### config.mk
export PLATFORM = sky130hd
export DESIGN_NAME = strided_argmin_argmax
export DESIGN_NICKNAME = d
export VERILOG_FILES = /design/src/saam_pkg.sv /design/src/strided_argmin_argmax.sv
export SDC_FILE = /design/constraint.sdc
export NUM_CORES = 2
export LEC_CHECK = 0
export BUFFER_PORTS_ARGS = -buffer_cell sky130_fd_sc_hd__buf_2
export CELL_PAD_IN_SITES_DETAIL_PLACEMENT = 0
export CELL_PAD_IN_SITES_GLOBAL_PLACEMENT = 1
export CORE_MARGIN = 3
export CORE_UTILIZATION = 56
export CTS_CLUSTER_DIAMETER = 120
export CTS_CLUSTER_SIZE = 25
export DETAILED_ROUTE_END_ITERATION = 12
export PLACE_DENSITY = 0.84
export RECOVER_POWER = 50
export SYNTH_ARGS = -nofsm -noshare
export SYNTH_HDL_FRONTEND = slang
export SYNTH_SLANG_ARGS = --single-unit
export TNS_END_PERCENT = 30
### constraint.sdc
create_clock -name clk_i -period 16.61 [get_ports clk_i]
set_input_delay 0 -clock clk_i [delete_from_list [all_inputs] [get_ports clk_i]]
set_output_delay 0 -clock clk_i [all_outputs]
set_load 0.005 [all_outputs]
### src/saam_pkg.sv
// ----------------------------------------------------------------------------
// saam_pkg
// Shared widths, register map and helpers for the strided argmin/argmax block.
// ----------------------------------------------------------------------------
package saam_pkg;

  localparam int unsigned VALUE_WIDTH  = 32;
  localparam int unsigned OFFSET_WIDTH = 32;
  localparam int unsigned EXTENT_WIDTH = 16;

  localparam int unsigned DATA_WIDTH   = 32;
  localparam int unsigned NUM_REGS     = 8;
  localparam int unsigned REG_IDX_W    = $clog2(NUM_REGS);
  localparam int unsigned ADDR_WIDTH   = REG_IDX_W + 2;

  localparam logic [EXTENT_WIDTH:0] EXT_MAX = (EXTENT_WIDTH + 1)'(1) << EXTENT_WIDTH;
  localparam logic [EXTENT_WIDTH:0] EXT_ONE = (EXTENT_WIDTH + 1)'(1);

  typedef enum logic [1:0] {
    MODE_FIRST_MIN = 2'd0,
    MODE_FIRST_MAX = 2'd1,
    MODE_LAST_MIN  = 2'd2,
    MODE_LAST_MAX  = 2'd3
  } mode_e;

  localparam logic [REG_IDX_W-1:0] REG_MODE          = REG_IDX_W'(0);
  localparam logic [REG_IDX_W-1:0] REG_EXTENT_INNER  = REG_IDX_W'(1);
  localparam logic [REG_IDX_W-1:0] REG_EXTENT_MIDDLE = REG_IDX_W'(2);
  localparam logic [REG_IDX_W-1:0] REG_EXTENT_OUTER  = REG_IDX_W'(3);
  localparam logic [REG_IDX_W-1:0] REG_STRIDE_INNER  = REG_IDX_W'(4);
  localparam logic [REG_IDX_W-1:0] REG_STRIDE_MIDDLE = REG_IDX_W'(5);
  localparam logic [REG_IDX_W-1:0] REG_STRIDE_OUTER  = REG_IDX_W'(6);
  localparam logic [REG_IDX_W-1:0] REG_STRIDE_TOP    = REG_IDX_W'(7);

  // Zero acts as one, anything above the counter range saturates.
  function automatic logic [EXTENT_WIDTH:0] eff_extent(input logic [EXTENT_WIDTH:0] e);
    logic [EXTENT_WIDTH:0] r;
    r = e;
    if (e == '0) begin
      r = EXT_ONE;
    end else if (e > EXT_MAX) begin
      r = EXT_MAX;
    end
    return r;
  endfunction

endpackage

### src/strided_argmin_argmax.sv
// ----------------------------------------------------------------------------
// strided_argmin_argmax
// Streaming argmin/argmax over a strided 4-D set with computed memory offsets.
// ----------------------------------------------------------------------------
// Channel  Direction  Handshake               Payload
// in       sink       in_valid_i / in_stall_o  sample_i, last_in_set_i
// out      source     out_valid_o / out_stall_i best_offset_o, best_value_o
// cfg      APB slave  psel/penable/pwrite     paddr, pwdata, prdata, pready
//
// One transaction per cycle while in_stall_o is low; the last element of a
// set passes capture, stride multiply and compare/offset add to its result.
// Throughput is set by the three-stage pipe; each stage holds one element.
// Reset clears counters, best value, pipe valids and loads register defaults.
// A stalled result holds an element marked last and those behind it only.
// ----------------------------------------------------------------------------
module strided_argmin_argmax
  import saam_pkg::*;
(
  input  logic                         clk_i,
  input  logic                         rst_ni,

  input  logic                         in_valid_i,
  output logic                         in_stall_o,
  input  logic signed [VALUE_WIDTH-1:0] sample_i,
  input  logic                         last_in_set_i,

  output logic                         out_valid_o,
  input  logic                         out_stall_i,
  output logic [OFFSET_WIDTH-1:0]      best_offset_o,
  output logic signed [VALUE_WIDTH-1:0] best_value_o,

  input  logic                         psel,
  input  logic                         penable,
  input  logic                         pwrite,
  input  logic [ADDR_WIDTH-1:0]        paddr,
  input  logic [DATA_WIDTH-1:0]        pwdata,
  output logic [DATA_WIDTH-1:0]        prdata,
  output logic                         pready
);

  // configuration
  logic [1:0]              mode_q;
  logic [EXTENT_WIDTH:0]   ext_in_q, ext_mid_q, ext_out_q;
  logic [OFFSET_WIDTH-1:0] str_in_q, str_mid_q, str_out_q, str_top_q;
  logic [REG_IDX_W-1:0]    reg_idx;
  logic                    cfg_wr;

  assign pready  = 1'b1;
  assign reg_idx = paddr[ADDR_WIDTH-1:2];
  assign cfg_wr  = psel & penable & pwrite & pready;

  always_ff @(posedge clk_i or negedge rst_ni) begin
    if (!rst_ni) begin
      mode_q    <= MODE_FIRST_MIN;
      ext_in_q  <= EXT_ONE;
      ext_mid_q <= EXT_ONE;
      ext_out_q <= EXT_ONE;
      str_in_q  <= OFFSET_WIDTH'(1);
      str_mid_q <= '0;
      str_out_q <= '0;
      str_top_q <= '0;
    end else if (cfg_wr) begin
      case (reg_idx)
        REG_MODE:          mode_q    <= pwdata[1:0];
        REG_EXTENT_INNER:  ext_in_q  <= pwdata[EXTENT_WIDTH:0];
        REG_EXTENT_MIDDLE: ext_mid_q <= pwdata[EXTENT_WIDTH:0];
        REG_EXTENT_OUTER:  ext_out_q <= pwdata[EXTENT_WIDTH:0];
        REG_STRIDE_INNER:  str_in_q  <= pwdata[OFFSET_WIDTH-1:0];
        REG_STRIDE_MIDDLE: str_mid_q <= pwdata[OFFSET_WIDTH-1:0];
        REG_STRIDE_OUTER:  str_out_q <= pwdata[OFFSET_WIDTH-1:0];
        REG_STRIDE_TOP:    str_top_q <= pwdata[OFFSET_WIDTH-1:0];
        default: ;
      endcase
    end
  end

  always_comb begin
    prdata = '0;
    case (reg_idx)
      REG_MODE:          prdata = DATA_WIDTH'(mode_q);
      REG_EXTENT_INNER:  prdata = DATA_WIDTH'(ext_in_q);
      REG_EXTENT_MIDDLE: prdata = DATA_WIDTH'(ext_mid_q);
      REG_EXTENT_OUTER:  prdata = DATA_WIDTH'(ext_out_q);
      REG_STRIDE_INNER:  prdata = DATA_WIDTH'(str_in_q);
      REG_STRIDE_MIDDLE: prdata = DATA_WIDTH'(str_mid_q);
      REG_STRIDE_OUTER:  prdata = DATA_WIDTH'(str_out_q);
      REG_STRIDE_TOP:    prdata = DATA_WIDTH'(str_top_q);
      default:           prdata = '0;
    endcase
  end

  // pipe control
  logic s1_valid_q, s2_valid_q, out_valid_q;
  logic s1_last_q, s2_last_q;
  logic in_acc, mv1, ld2, en2, out_free;

  assign out_free   = !out_valid_q || !out_stall_i;
  assign en2        = s2_valid_q && (!s2_last_q || out_free);
  assign ld2        = !s2_valid_q || en2;
  assign mv1        = s1_valid_q && ld2;
  assign in_stall_o = s1_valid_q && !ld2;
  assign in_acc     = in_valid_i && !in_stall_o;

  // index counters
  logic [EXTENT_WIDTH-1:0] cnt_in_q, cnt_mid_q, cnt_out_q;
  logic [EXTENT_WIDTH-1:0] cnt_in_d, cnt_mid_d, cnt_out_d;
  logic [OFFSET_WIDTH-1:0] run_off_q, run_off_d;
  logic [EXTENT_WIDTH:0]   inc_in, inc_mid, inc_out;
  logic                    wrap_in, wrap_mid, wrap_out;

  always_comb begin
    inc_in   = {1'b0, cnt_in_q} + EXT_ONE;
    inc_mid  = {1'b0, cnt_mid_q} + EXT_ONE;
    inc_out  = {1'b0, cnt_out_q} + EXT_ONE;
    wrap_in  = inc_in >= eff_extent(ext_in_q);
    wrap_mid = inc_mid >= eff_extent(ext_mid_q);
    wrap_out = inc_out >= eff_extent(ext_out_q);
    cnt_in_d  = wrap_in ? '0 : inc_in[EXTENT_WIDTH-1:0];
    cnt_mid_d = cnt_mid_q;
    cnt_out_d = cnt_out_q;
    run_off_d = run_off_q;
    if (wrap_in) begin
      cnt_mid_d = wrap_mid ? '0 : inc_mid[EXTENT_WIDTH-1:0];
      if (wrap_mid) begin
        cnt_out_d = wrap_out ? '0 : inc_out[EXTENT_WIDTH-1:0];
        if (wrap_out) begin
          run_off_d = run_off_q + str_top_q;
        end
      end
    end
    if (last_in_set_i) begin
      cnt_in_d  = '0;
      cnt_mid_d = '0;
      cnt_out_d = '0;
      run_off_d = '0;
    end
  end

  always_ff @(posedge clk_i or negedge rst_ni) begin
    if (!rst_ni) begin
      cnt_in_q  <= '0;
      cnt_mid_q <= '0;
      cnt_out_q <= '0;
      run_off_q <= '0;
    end else if (in_acc) begin
      cnt_in_q  <= cnt_in_d;
      cnt_mid_q <= cnt_mid_d;
      cnt_out_q <= cnt_out_d;
      run_off_q <= run_off_d;
    end
  end

  // stage 1: captured element and its indices
  logic signed [VALUE_WIDTH-1:0] s1_sample_q;
  logic [EXTENT_WIDTH-1:0]       s1_cin_q, s1_cmid_q, s1_cout_q;
  logic [OFFSET_WIDTH-1:0]       s1_run_q;

  always_ff @(posedge clk_i) begin
    if (in_acc) begin
      s1_sample_q <= sample_i;
      s1_last_q   <= last_in_set_i;
      s1_cin_q    <= cnt_in_q;
      s1_cmid_q   <= cnt_mid_q;
      s1_cout_q   <= cnt_out_q;
      s1_run_q    <= run_off_q;
    end
  end

  // stage 2: stride products
  logic signed [VALUE_WIDTH-1:0] s2_sample_q;
  logic [OFFSET_WIDTH-1:0]       s2_p_in_q, s2_p_mid_q, s2_p_out_q, s2_run_q;
  logic [OFFSET_WIDTH-1:0]       p_in, p_mid, p_out;

  assign p_in  = OFFSET_WIDTH'(s1_cin_q) * str_in_q;
  assign p_mid = OFFSET_WIDTH'(s1_cmid_q) * str_mid_q;
  assign p_out = OFFSET_WIDTH'(s1_cout_q) * str_out_q;

  always_ff @(posedge clk_i) begin
    if (mv1) begin
      s2_sample_q <= s1_sample_q;
      s2_last_q   <= s1_last_q;
      s2_p_in_q   <= p_in;
      s2_p_mid_q  <= p_mid;
      s2_p_out_q  <= p_out;
      s2_run_q    <= s1_run_q;
    end
  end

  // stage 3: offset sum, compare, best update
  logic signed [VALUE_WIDTH-1:0] held_value_q, nxt_value;
  logic [OFFSET_WIDTH-1:0]       held_offset_q, nxt_offset, cur_offset;
  logic                          seen_any_q, take;
  logic [OFFSET_WIDTH-1:0]       out_offset_q;
  logic signed [VALUE_WIDTH-1:0] out_value_q;

  always_comb begin
    cur_offset = s2_run_q + s2_p_out_q + s2_p_mid_q + s2_p_in_q;
    case (mode_q)
      MODE_FIRST_MIN: take = held_value_q >  s2_sample_q;
      MODE_FIRST_MAX: take = held_value_q <  s2_sample_q;
      MODE_LAST_MIN:  take = held_value_q >= s2_sample_q;
      MODE_LAST_MAX:  take = held_value_q <= s2_sample_q;
      default:        take = 1'b0;
    endcase
    if (!seen_any_q) begin
      nxt_value  = s2_sample_q;
      nxt_offset = '0;
    end else if (take) begin
      nxt_value  = s2_sample_q;
      nxt_offset = cur_offset;
    end else begin
      nxt_value  = held_value_q;
      nxt_offset = held_offset_q;
    end
  end

  always_ff @(posedge clk_i or negedge rst_ni) begin
    if (!rst_ni) begin
      held_value_q  <= '0;
      held_offset_q <= '0;
      seen_any_q    <= 1'b0;
    end else if (en2) begin
      if (s2_last_q) begin
        held_value_q  <= '0;
        held_offset_q <= '0;
        seen_any_q    <= 1'b0;
      end else begin
        held_value_q  <= nxt_value;
        held_offset_q <= nxt_offset;
        seen_any_q    <= 1'b1;
      end
    end
  end

  always_ff @(posedge clk_i) begin
    if (en2 && s2_last_q) begin
      out_offset_q <= nxt_offset;
      out_value_q  <= nxt_value;
    end
  end

  always_ff @(posedge clk_i or negedge rst_ni) begin
    if (!rst_ni) begin
      s1_valid_q  <= 1'b0;
      s2_valid_q  <= 1'b0;
      out_valid_q <= 1'b0;
    end else begin
      if (in_acc) begin
        s1_valid_q <= 1'b1;
      end else if (mv1) begin
        s1_valid_q <= 1'b0;
      end
      if (mv1) begin
        s2_valid_q <= 1'b1;
      end else if (en2) begin
        s2_valid_q <= 1'b0;
      end
      if (en2 && s2_last_q) begin
        out_valid_q <= 1'b1;
      end else if (!out_stall_i) begin
        out_valid_q <= 1'b0;
      end
    end
  end

  assign out_valid_o   = out_valid_q;
  assign best_offset_o = out_offset_q;
  assign best_value_o  = out_value_q;

endmodule

==> results.sh <==
export IMPL_critPathCaptureType="flop"
export IMPL_coreArea_um2=117000
export IMPL_synth_edf_count=338
export IMPL_clock_latency_ns=0.63
export IMPL_syn_num_nets=7814
export IMPL_drive_gt1_share_pct=7.68
export IMPL_ctsHoldBuffers=72
export IMPL_cts_tree="done"
export IMPL_final_cell_mix="inv_1, fa_1, nand2_1"
export IMPL_cts_setup_buffers=0
export IMPL_critPathKind="flop to flop"
export IMPL_cts_sinks=667
export IMPL_max_freq_ghz=0.123
export IMPL_drt_total_wl_um=178000
export IMPL_ys_seq_elements=667
export IMPL_syn_inst=6419
export IMPL_cts_clk_slew_worst_paths_ns=0.10
export IMPL_hpwl_um=138000
export IMPL_cp_required_ns=17.06
export IMPL_fin_nets=7903
export IMPL_htreeDepth=2
export IMPL_drtIter0Drc=3433
export IMPL_critPathArrivalTime_ns=8.60
export IMPL_final_common_cell="inv_1"
export IMPL_io_pins=176
export IMPL_min_to="mode_q[0]"
export IMPL_via_per_inst=5.74
export IMPL_vias=46300
export IMPL_violations="capacitance limit, slew limit"
export IMPL_die_x_um=349
export IMPL_die_h_um=349
export IMPL_drc_errors=0
export IMPL_postRouteAntennaNets=0
export IMPL_ys_warn_count=0
export IMPL_min_period_over_period_pct=49.0
export IMPL_cts_resized=0
export IMPL_synth_top_area_share_pct=29.6
export IMPL_finalClockSkew_ns=0.0550
export IMPL_grt_pass1_wl_um=281000
export IMPL_synth_top_flop_cell="edfxtp_1"
export IMPL_antenna_found_initial=11
export IMPL_drt_pass1_iterations=6
export IMPL_port_buffers=172
export IMPL_ys_async_sr_fraction_pct=49.3
export IMPL_crit_path_start_kind="flop"
export IMPL_syn_area_um2=66000
export IMPL_r2r_start="s1_cout_q[4]"
export IMPL_start_util_pct=56.6
export IMPL_place_congestion=0.908
export IMPL_maxCapViolations=12
export IMPL_grt_overflow_total=0
export IMPL_min_period_ns=8.14
export IMPL_grt_pass1_vias=48000
export IMPL_rsz0062_at_grt="no"
export IMPL_cts_buffer_depth=3
export IMPL_rr_worst_depth=22
export IMPL_syn_to_final_growth_pct=6.29
export IMPL_cp_startpoint="s1_cout_q[4]"
export IMPL_timing_hold_violations_final=0
export IMPL_crit_fanout=28
export IMPL_worst_pin_slew_ns=3.67
export IMPL_grt_use_total_pct=30.0
export IMPL_outcome="finished with violations"
export IMPL_cts_root_buf="clkbuf_16"
export IMPL_whs_path_depth=5
export IMPL_filler_cell_count=9769
export IMPL_grt_start_max_net_pins=79
export IMPL_synth_top_area_cell="fa_1"
export IMPL_postSynthAreaPerCell_um2=10.3
export IMPL_synth_seq_area_share_pct=27.9
export IMPL_r2r_end="s2_p_out_q[30]"
export IMPL_rows=125
export IMPL_final_max_slew_viol_count=494
export IMPL_synth_distinct_cells=85
export IMPL_rrSetupSlack_ns=8.47
export IMPL_numCtsBuffers=36
export IMPL_die_area_um2=122000
export IMPL_wire_per_inst_um=22.0
export IMPL_synth_area_top_cells="fa_1, edfxtp_1, dfrtp_1"
export IMPL_min_from="pwrite"
export IMPL_setup_violations=0
export IMPL_fin_tns_setup_ns=0
export IMPL_hp_class="input pin to flop"
export IMPL_slew_headroom_pct=-145
-- per-stage QoR --
step | util (%) | std cells | cell area (um^2) | setup slack (ns) | hold slack [ns]
floorplan | - | 6419 | 66000 | 10.10 | -0.296
CTS | 60.3 | 8060 | 70300 | 8.63 | 0.000917
global route | 60.2 | 8060 | 70100 | 8.28 | 0.0296
finish | 60.2 | 8063 | 70100 | 8.47 | 0.0439
detailed placement | 58.7 | 7922 | 68400 | 8.72 | 0.0530
global placement | 58.7 | 7922 | 68400 | 8.77 | 0.0525
-- cell families (layout without fill, tap and decap cells) --
family,Yosys count,after routing,synth area share (%)
xor gates and xnor gates,258,258,3.42
buffers and inverters,1375,1492,7.86
DFF,667,667,27.9
adders and majority gates,1318,1318,36.1
and+or+nand+nor,1834,1834,13.1
AOI/OAI and AO/OA,716,716,7.34
muxes,250,250,4.32
other,1,4,0.00568
-- synthesized netlist by cell type, types with 31 or more instances --
library cell,count
inv_1,1087
fa_1,975
nand2_1,965
and2_1,473
ha_1,343
edfxtp_1,338
dfrtp_1,325
clkbuf_1,242
mux2_2,221
xnor2_1,175
o21ai_0,163
a21oi_1,144
nor2_1,139
xor2_1,83
a22o_1,80
a21o_1,78
nand3_1,50
a22oi_1,49
and3_1,40
nand2b_1,35
nor2b_1,31
-- layer usage --
layer / share of wire (%) / GRT usage, %
met1: 42 / 41.8
met2: 46 / 48.3
met3: 8.1 / 5.40
met4: 3.8 / 9.45
met5: 0.038 / 0
-- worst max path at each step --
| stage | endpoint | slack (ns) |
|---|---|---|
| 4_1_cts | s2_p_out_q[30] | 8.63 |
| 3_5_place_dp | s2_p_out_q[30] | 8.72 |
| 5_1_grt | s2_p_mid_q[25] | 8.28 |
| 6_report | s2_p_out_q[30] | 8.47 |
| 2_1_floorplan | s2_p_out_q[30] | 10.10 |
| 3_3_place_gp | s2_p_out_q[30] | 8.77 |
-- worst max-delay path: stages, from the launching register on --
cell      delay [ns]
edfxtp_1        1.22
and2_1          0.29
fa_1            0.40
inv_1           0.09
fa_1            0.44
fa_1            0.52
inv_1           0.05
fa_1            0.50
fa_1            0.49
inv_1           0.05
fa_1            0.47
inv_1           0.04
ha_1            0.35
a211o_1         0.35
o221a_2         0.28
nand3_1         0.11
a211o_1         0.15
a41oi_1         0.24
nor2b_1         0.23
a311oi_1        0.75
o21ai_0         0.36
or4_1           0.48
nand4_1         0.10
-- final cells by class --
class                      count  area [um^2]  area share (%)
multi-input combinational   4377        42400            60.5
antenna                        3         7.51          0.0107
timing repair buffer         336         2150            3.07
tap                         1524         1910            2.72
clock inverter                11          178           0.253
clock buffer                  55          972            1.39
sequential                   667        18400            26.2
inverter                    1090         4090            5.84
Power is left out: the tool's default activity adds up to more than one toggle a clock period on the data nets, which glitch-free logic cannot reach.
